==> src/design/tpe_pkg.sv <==
package tpe_pkg;

    localparam int MaxSpec   = 16;
    localparam int CntW      = $clog2(MaxSpec + 1);
    localparam int IdxW      = $clog2(MaxSpec);
    localparam logic [23:0] RepMax = 24'hFFFFFF;
    localparam logic [31:0] LenMax = 32'hFFFFFFFF;

    // padding count saturates once the product reaches (RepMax + 1) * 10000
    localparam logic [48:0] SatLimit = 49'd167772160000;
    // ceil(2^44 / 625): product >> 4 divided by 625, exact below 2^34
    localparam logic [34:0] DivRecip = 35'd28147497672;

    localparam logic [1:0] CFG_LINE_BAUD = 2'd0;
    localparam logic [1:0] CFG_PAD_BYTE  = 2'd1;
    localparam logic [1:0] CFG_MIN_BAUD  = 2'd2;

    localparam logic [7:0] CH_DOLLAR = 8'h24;
    localparam logic [7:0] CH_LT     = 8'h3C;
    localparam logic [7:0] CH_GT     = 8'h3E;
    localparam logic [7:0] CH_STAR   = 8'h2A;
    localparam logic [7:0] CH_DOT    = 8'h2E;
    localparam logic [7:0] CH_ZERO   = 8'h30;
    localparam logic [7:0] CH_NINE   = 8'h39;

    typedef enum logic [2:0] {
        PH_IDLE, PH_DOLLAR, PH_LT, PH_INT, PH_DOT, PH_SKIP
    } phase_t;

    typedef enum logic [3:0] {
        ST_WAIT, ST_PARSE, ST_FLUSH, ST_REFEED, ST_MUL2, ST_DIV, ST_DIV2, ST_PAD,
        ST_LAST
    } state_t;

    typedef struct packed {
        logic [7:0] in_byte;
        logic       end_of_string;
        logic [9:0] affected_lines;
    } in_word_t;

    typedef struct packed {
        logic [7:0]  out_byte;
        logic [23:0] repeat_count;
        logic        is_last;
        logic [31:0] total_length;
    } out_word_t;

    // controller -> datapath
    typedef struct packed {
        logic load_in;
        logic clear_parse;
        logic hold;
        logic upd_parse;
        logic idle_dollar;
        logic mul1;
        logic mul2;
        logic div;
        logic div2;
        logic emit_pend;
        logic emit_lit;
        logic emit_pad;
        logic emit_last;
        logic flush_step;
    } dp_cmd_t;

    // datapath -> controller
    typedef struct packed {
        logic       eos;
        logic       is_dollar;
        logic       is_lt;
        logic       is_gt;
        logic       is_digit;
        logic       is_dot;
        logic       full;
        logic       flush_done;
        logic       pad_ok;
        phase_t     phase;
    } dp_sts_t;

endpackage

==> src/design/terminal_padding_expander_unit.sv <==
// A plain byte goes out as its own word; a closing '>' computes its pad count
// (value, times baud/8, two-step reciprocal divide by 10000) and sends a pad word
// only if line baud >= min baud and the count is nonzero. A flush sends the held
// bytes, one word per cycle while the output is not stalled, then the refed byte
// (none for a '$') or the closing word. No new byte is taken until one is handled.
// Reset: aresetn synchronous active low; config to reset values, parser idle.
module terminal_padding_expander_unit import tpe_pkg::*; (
    input  logic        aclk,
    input  logic        aresetn,
    input  logic        cfg_we,
    input  logic [1:0]  cfg_index,
    input  logic [21:0] cfg_data,
    input  logic        s_valid,
    output logic        s_ready,
    input  in_word_t    s_word,
    output logic        m_valid,
    input  logic        m_ready,
    output out_word_t   m_word
);

    dp_cmd_t cmd;
    dp_sts_t sts;
    logic    out_busy;

    // controller: sequences parse, flush, padding arithmetic and output
    tpe_ctrl u_ctrl (
        .aclk, .aresetn, .s_valid, .s_ready, .out_busy, .sts, .cmd
    );

    // datapath: parser state, held bytes, multiplier, divider, output word
    tpe_dp u_dp (
        .aclk, .aresetn, .cfg_we, .cfg_index, .cfg_data, .s_word, .cmd, .sts,
        .out_busy, .m_valid, .m_ready, .m_word
    );

endmodule

==> src/design/tpe_ctrl.sv <==
module tpe_ctrl import tpe_pkg::*; (
    input  logic    aclk,
    input  logic    aresetn,
    input  logic    s_valid,
    output logic    s_ready,
    input  logic    out_busy,
    input  dp_sts_t sts,
    output dp_cmd_t cmd
);

    state_t state_reg, state_next;
    logic   refeed_reg, refeed_next;  // after flush, handle byte as fresh

    always_ff @(posedge aclk) begin
        if (!aresetn) begin
            state_reg  <= ST_WAIT;
            refeed_reg <= 1'b0;
        end else begin
            state_reg  <= state_next;
            refeed_reg <= refeed_next;
        end
    end

    always_comb begin
        state_next  = state_reg;
        refeed_next = refeed_reg;
        cmd         = '0;
        s_ready     = 1'b0;
        case (state_reg)
            ST_WAIT: begin
                s_ready = 1'b1;
                if (s_valid) begin
                    cmd.load_in = 1'b1;
                    state_next  = ST_PARSE;
                end
            end
            ST_PARSE: begin
                if (sts.eos) begin
                    refeed_next = 1'b0;
                    state_next  = ST_FLUSH;
                end else begin
                    case (sts.phase)
                        PH_DOLLAR: begin
                            if (sts.is_lt) begin
                                cmd.hold = 1'b1; cmd.upd_parse = 1'b1;
                                state_next = ST_WAIT;
                            end else begin
                                refeed_next = 1'b1; state_next = ST_FLUSH;
                            end
                        end
                        PH_LT: begin
                            if (sts.is_digit || sts.is_dot) begin
                                cmd.hold = 1'b1; cmd.upd_parse = 1'b1;
                                state_next = ST_WAIT;
                            end else begin
                                refeed_next = 1'b1; state_next = ST_FLUSH;
                            end
                        end
                        PH_INT, PH_DOT, PH_SKIP: begin
                            if (sts.is_gt) begin
                                cmd.mul1 = 1'b1; state_next = ST_MUL2;
                            end else if (sts.full) begin
                                refeed_next = 1'b1; state_next = ST_FLUSH;
                            end else begin
                                cmd.hold = 1'b1; cmd.upd_parse = 1'b1;
                                state_next = ST_WAIT;
                            end
                        end
                        default: state_next = ST_REFEED;
                    endcase
                end
            end
            ST_FLUSH: begin
                if (sts.flush_done) begin
                    cmd.clear_parse = 1'b1;
                    state_next = refeed_reg ? ST_REFEED : ST_LAST;
                end else if (!out_busy) begin
                    cmd.emit_pend  = 1'b1;
                    cmd.flush_step = 1'b1;
                end
            end
            ST_REFEED: begin
                if (sts.is_dollar) begin
                    cmd.idle_dollar = 1'b1;
                    state_next = ST_WAIT;
                end else if (!out_busy) begin
                    cmd.emit_lit = 1'b1;
                    state_next = ST_WAIT;
                end
            end
            ST_MUL2: begin
                cmd.mul2 = 1'b1; state_next = ST_DIV;
            end
            ST_DIV: begin
                cmd.div = 1'b1; state_next = ST_DIV2;
            end
            ST_DIV2: begin
                cmd.div2 = 1'b1; state_next = ST_PAD;
            end
            ST_PAD: begin
                if (!sts.pad_ok) begin
                    cmd.clear_parse = 1'b1; state_next = ST_WAIT;
                end else if (!out_busy) begin
                    cmd.emit_pad = 1'b1; cmd.clear_parse = 1'b1;
                    state_next = ST_WAIT;
                end
            end
            ST_LAST: begin
                if (!out_busy) begin
                    cmd.emit_last = 1'b1; state_next = ST_WAIT;
                end
            end
            default: state_next = ST_WAIT;
        endcase
    end

    ap_ready_only_wait: assert property (@(posedge aclk) disable iff (!aresetn)
        s_ready |-> state_reg == ST_WAIT) else $error("ready outside wait");
    ap_accept_parse: assert property (@(posedge aclk) disable iff (!aresetn)
        (s_valid && s_ready) |=> state_reg == ST_PARSE) else $error("no parse");
    ap_emit_one: assert property (@(posedge aclk) disable iff (!aresetn)
        $countones({cmd.emit_pend, cmd.emit_lit, cmd.emit_pad, cmd.emit_last}) <= 1)
        else $error("double emit");

endmodule

==> src/design/tpe_dp.sv <==
module tpe_dp import tpe_pkg::*; (
    input  logic        aclk,
    input  logic        aresetn,
    input  logic        cfg_we,
    input  logic [1:0]  cfg_index,
    input  logic [21:0] cfg_data,
    input  in_word_t    s_word,
    input  dp_cmd_t     cmd,
    output dp_sts_t     sts,
    output logic        out_busy,
    output logic        m_valid,
    input  logic        m_ready,
    output out_word_t   m_word
);

    logic [21:0] line_baud_reg, min_baud_reg;
    logic [7:0]  pad_byte_reg;
    in_word_t    in_reg;
    phase_t      phase_reg;
    logic [CntW-1:0] count_reg, fptr_reg;
    logic [15:0] whole_reg;
    logic [3:0]  tenth_reg;
    logic        star_reg;
    logic [31:0] sent_reg;
    logic [48:0] prod_reg;   // value, then baud/8 * value
    logic        sat_reg;
    logic [51:0] pp_hi_reg, pp_lo_reg;
    logic [23:0] rep_reg;
    logic        out_v_reg;
    out_word_t   out_reg;
    logic [7:0]  pend_reg [MaxSpec];

    logic [7:0] b;
    logic       dig;
    logic [3:0] dval;
    logic [19:0] w10;
    logic [19:0] val20;
    logic [23:0] emit_rep;
    logic [7:0]  emit_byte;
    logic        emit;
    logic [32:0] sum;
    logic [67:0] qsum;

    assign b    = in_reg.in_byte;
    assign dig  = (b >= CH_ZERO) && (b <= CH_NINE);
    assign dval = 4'(b - CH_ZERO);
    assign w10  = 20'(whole_reg) * 20'd10 + 20'(dval);
    assign val20 = 20'(whole_reg) * 20'd10 + 20'(tenth_reg);

    assign sts.eos        = in_reg.end_of_string;
    assign sts.is_dollar  = (b == CH_DOLLAR);
    assign sts.is_lt      = (b == CH_LT);
    assign sts.is_gt      = (b == CH_GT);
    assign sts.is_digit   = dig;
    assign sts.is_dot     = (b == CH_DOT);
    assign sts.full       = (count_reg >= CntW'(MaxSpec - 1));
    assign sts.flush_done = (fptr_reg >= count_reg);
    assign sts.pad_ok     = (line_baud_reg >= min_baud_reg) && (rep_reg != '0);
    assign sts.phase      = phase_reg;

    assign out_busy = out_v_reg && !m_ready;
    assign m_valid  = out_v_reg;
    assign m_word   = out_reg;

    // divide by 10000 in two steps: drop a factor of 16, then multiply the
    // 34-bit quotient by the reciprocal of 625 in two 17-bit halves
    assign qsum = 68'({pp_hi_reg, 17'd0} + 69'(pp_lo_reg));

    always_comb begin
        emit      = cmd.emit_pend || cmd.emit_lit || cmd.emit_pad;
        emit_byte = b;
        emit_rep  = 24'd1;
        if (cmd.emit_pend) emit_byte = pend_reg[fptr_reg[IdxW-1:0]];
        if (cmd.emit_pad) begin
            emit_byte = pad_byte_reg;
            emit_rep  = rep_reg;
        end
        sum = {1'b0, sent_reg} + 33'(emit_rep);
    end

    always_ff @(posedge aclk) begin
        if (!aresetn) begin
            line_baud_reg <= 22'd9600;
            pad_byte_reg  <= '0;
            min_baud_reg  <= '0;
            phase_reg     <= PH_IDLE;
            count_reg     <= '0;
            fptr_reg      <= '0;
            whole_reg     <= '0;
            tenth_reg     <= '0;
            star_reg      <= 1'b0;
            sent_reg      <= '0;
            out_v_reg     <= 1'b0;
        end else begin
            if (cfg_we) begin
                case (cfg_index)
                    CFG_LINE_BAUD: line_baud_reg <= cfg_data;
                    CFG_PAD_BYTE:  pad_byte_reg  <= cfg_data[7:0];
                    CFG_MIN_BAUD:  min_baud_reg  <= cfg_data;
                    default: ;
                endcase
            end
            if (emit || cmd.emit_last) out_v_reg <= 1'b1;
            else if (out_v_reg && m_ready) out_v_reg <= 1'b0;
            if (emit) begin
                out_reg   <= '{emit_byte, emit_rep, 1'b0, 32'd0};
                sent_reg  <= sum[32] ? LenMax : sum[31:0];
            end
            if (cmd.emit_last) begin
                out_reg   <= '{8'd0, 24'd0, 1'b1, sent_reg};
                sent_reg  <= '0;
            end
            if (cmd.flush_step) fptr_reg <= fptr_reg + 1'b1;
            if (cmd.clear_parse) begin
                count_reg <= '0; fptr_reg <= '0; phase_reg <= PH_IDLE;
                whole_reg <= '0; tenth_reg <= '0; star_reg <= 1'b0;
            end
            if (cmd.idle_dollar) begin
                count_reg <= CntW'(1);
                phase_reg <= PH_DOLLAR;
            end
            if (cmd.hold) count_reg <= count_reg + 1'b1;
            if (cmd.upd_parse) begin
                case (phase_reg)
                    PH_DOLLAR: phase_reg <= PH_LT;
                    PH_LT: begin
                        if (dig) begin
                            whole_reg <= 16'(dval); phase_reg <= PH_INT;
                        end else phase_reg <= PH_DOT;
                    end
                    PH_INT: begin
                        star_reg <= (b == CH_STAR);
                        if (dig) whole_reg <= (w10 > 20'd65535) ? 16'hFFFF : w10[15:0];
                        else if (b == CH_DOT) phase_reg <= PH_DOT;
                        else phase_reg <= PH_SKIP;
                    end
                    PH_DOT: begin
                        star_reg <= (b == CH_STAR);
                        if (dig) tenth_reg <= dval;
                        phase_reg <= PH_SKIP;
                    end
                    default: star_reg <= (b == CH_STAR);
                endcase
            end
            if (cmd.mul1)
                prod_reg <= 49'(30'(val20)
                          * (star_reg ? 30'(in_reg.affected_lines) : 30'd1));
            if (cmd.mul2)
                prod_reg <= {19'd0, prod_reg[29:0]} * {30'd0, line_baud_reg[21:3]};
            if (cmd.div) begin
                sat_reg   <= (prod_reg >= SatLimit);
                pp_hi_reg <= {35'd0, prod_reg[37:21]} * {17'd0, DivRecip};
                pp_lo_reg <= {35'd0, prod_reg[20:4]} * {17'd0, DivRecip};
            end
            if (cmd.div2)
                rep_reg <= sat_reg ? RepMax : qsum[67:44];
        end
    end

    always_ff @(posedge aclk) begin
        if (cmd.load_in) in_reg <= s_word;
        if (cmd.hold) pend_reg[count_reg[IdxW-1:0]] <= b;
        if (cmd.idle_dollar) pend_reg[0] <= b;
    end

    ap_count_bound: assert property (@(posedge aclk) disable iff (!aresetn)
        count_reg <= CntW'(MaxSpec)) else $error("count overflow");
    ap_last_clears: assert property (@(posedge aclk) disable iff (!aresetn)
        cmd.emit_last |=> sent_reg == '0) else $error("length not cleared");
    ap_idle_empty: assert property (@(posedge aclk) disable iff (!aresetn)
        phase_reg == PH_IDLE |-> count_reg == '0) else $error("idle holds bytes");

endmodule
==> config.mk <==
export PLATFORM = sky130hd
export DESIGN_NAME = terminal_padding_expander_unit
export DESIGN_NICKNAME = d
export VERILOG_FILES = /design/src/design/tpe_pkg.sv /design/src/design/terminal_padding_expander_unit.sv /design/src/design/tpe_ctrl.sv /design/src/design/tpe_dp.sv
export SDC_FILE = /design/constraint.sdc
export NUM_CORES = 2
export LEC_CHECK = 0
export BUFFER_PORTS_ARGS = -buffer_cell sky130_fd_sc_hd__buf_4
export CORE_ASPECT_RATIO = 1.75
export CORE_MARGIN = 3
export CORE_UTILIZATION = 40
export CTS_CLUSTER_DIAMETER = 30
export DETAILED_ROUTE_END_ITERATION = 10
export PLACE_DENSITY = 0.61
export SLEW_MARGIN = 25
export SYNTH_ARGS = -nofsm -noshare
export SYNTH_HDL_FRONTEND = slang
export SYNTH_SLANG_ARGS = --single-unit
==> constraint.sdc <==
create_clock -name aclk -period 11.03 [get_ports aclk]
set_input_delay 1.103 -clock aclk [delete_from_list [all_inputs] [get_ports aclk]]
set_output_delay 1.103 -clock aclk [all_outputs]
set_load 0.02 [all_outputs]
==> metrics.txt <==
overall routing resource usage=0.2224; Yosys top cell area share=0.3160; postcts setup bufs=0; critical path type=flop to flop; Critical Path Source=u_dp.whole_reg[1]; endpoints failing setup=0; global-route wire length before repair=289.0 mm; commonest cells in the netlist=inv_1 (1352), fa_1 (1031), nand2_1 (728); startpoint types=flop; area delta synth->final=10.14%; slowest stage cell, crit path=fa_1; syn nets=8348; Rel. slew slack=0.2415; most common cell in the netlist=inv_1; Placed Cells incl. Taps=8703; vias in the first global route=51500; Max Slew Vio Count=0; Yosys reg bits=494; RR Startpoint=u_dp.whole_reg[1]; Residual DRC=0; FF-to-FF path depth=32; FMAX=106.2 MHz; CTS buffer count=92; post-detail-place hpwl=150.6 mm; mapped cell area=0.06531 sq mm; fin worst setup slack=1.613 ns; unrepaired setup endpoints after global routing=false; worst slew pin tran=1.138 ns; cts repair resizes=0; final hold slack=0.4632 ns; Total Wirelength=184.9 mm; wire per inst=20.83 microns; mean area per synthesized cell=9.937 sq um; clock buffer depth=3; Top FF cell, synth=edfxtp_1; Critical Path AT=9.83 ns; grt total ovfl=0; Leak Pwr=0.03378 uW; max reg flops=128; Fillers=15340; Max FO, Critical Path=7; area leader, netlist=fa_1; Die ar.=0.1683 sq mm; die width=311.4 microns; Fin Setup TNS=0 ns; register area share after synthesis=0.2075; maximum VDD drop=0.0001336 V; Post-synth EDFFs=366; Yosys warning count=0; initial drt markers=2255; Tcrit/Tclk final=0.8537; pre-CTS WS=1.689 ns; antenna-violating nets left=0; min-delay src=u_dp.min_baud_reg[20]; asr flop ratio synth=0; PwrDens=96.50 mW/mm^2; HP Class=flop to flop; Final Skew=0.07836 ns; Synth area leaders=fa_1 (32%), edfxtp_1 (17%), ha_1 (13%); delay of the slowest critical-path stage=0.54 ns; Tmin final=9.417 ns; CP required=11.44 ns; Via Count=46560; initial antenna violation count=2; outcome=complete, no violations; Vias/cell=5.244; clk sink count=494; Die Ht=540.5 microns; share of post-route cells with drive strength above 1=0.06796; core area=0.1618 sq mm; Synth cell types=93; H-tree lvl count=3; routability congestion estimate=0.9638; CTS clk-pin slew, worst paths=0.05 ns; Cells on Worst Hold Path=2; net count of the finished layout=8409; io pins=115; Clk Latency, worst-skew pair=0.72 ns; clock root cell=clkbuf_16; Port Buffers=114; Fin. Hold Viols=0; CP Capture Type=flop; maxcap violations=0; CTS tree=built; largest net degree at the start of global routing=80; Post-Syn Instances=6572; Initial Utilization=0.4037; drt first pass iters=6; # rows=195; CTS Hold Bufs=0; most used cell, CP=fa_1; Finished Layout Cells=8878
==> metrics by stage <==
step / power [uW] / util / instance area (sq um)
detailed placement: 4090 / 0.4245 / 68660
floorplan: 3448 / - / 65310
global route: 7308 / 0.4447 / 71930
CTS: 7009 / 0.4443 / 71880
global placement: 4080 / 0.4245 / 68660
finish: 6942 / 0.4447 / 71930
==> per-layer routing <==
metal | track usage | routed length, microns | part of all wire
met2 | 0.4290 | 101500 | 0.55
met1 | 0.2281 | 64240 | 0.35
met4 | 0.1366 | 12860 | 0.070
met5 | 0 | 0 | 0
met3 | 0.02285 | 6289 | 0.034
==> worst max-delay path, delay by kind of cell, from the launching register on <==
| family | cells | cell delay [ns] |
|---|---|---|
| simple gates | 6 | 1.24 |
| fa+ha+maj | 9 | 3.87 |
| flops | 1 | 0.50 |
| compound gates | 10 | 2.35 |
| buf+inv | 5 | 0.37 |
| xor+xnor | 2 | 0.80 |
==> kinds of logic after synthesis <==
family,count (synthesis),synth area share
xor+xnor,202,0.02709
buf+inv,1584,0.09137
compound gates,811,0.08353
fa+ha+maj,1728,0.4496
mux,73,0.01891
flops,494,0.2075
simple gates,1680,0.1220
==> where the power goes <==
| part | total [uW] | switching [uW] | leakage (uW) | internal, uW |
|---|---|---|---|---|
| Clock | 2870 | 1100 | 0.00153 | 1770 |
| Combinational | 2030 | 1250 | 0.0279 | 787 |
| Sequential | 2040 | 25.2 | 0.00435 | 2010 |
==> layout make-up <==
type,count,area (sq um),share of cell area
Clock inverter,67,813.3,0.01131
Sequential cell,494,13560,0.1885
Antenna cell,1,2.502,0.00003479
Timing Repair Buffer,199,1518,0.02110
Tap cell,2167,2711,0.03769
Inverter,1352,5075,0.07055
Multi-Input combinational cell,4494,45860,0.6375
Clock buffer,104,2399,0.03334
==> final timing paths <==
path	endpoint	slack (ns)
worst max-delay path	u_dp.prod_reg[29]	1.61
worst min-delay path	u_dp.min_baud_reg[20]	0.46
worst max register to register	u_dp.prod_reg[29]	1.61
worst min register to register	u_dp.min_baud_reg[20]	0.46
==> cells in the final DEF, fill, tap and decap left out, types with 23 or more instances in the layout <==
cell	count
fa_1	1031
nand3_1	72
xor2_1	79
or3_1	23
a21oi_1	209
clkbuf_16	93
o21bai_1	33
nand4_1	30
a21boi_0	56
nor2_1	271
buf_4	197
dfxtp_1	124
and2_1	268
xnor2_1	123
edfxtp_1	366
o21a_1	45
and3_1	47
ha_1	697
a21o_1	120
nand2_1	727
mux2i_1	30
a31oi_1	24
o21ai_0	125
inv_1	1352
a211oi_1	40
nor3_1	64
nor2b_1	50
nand2b_1	42
mux4_2	40
(Power assumes the default switching activity.)
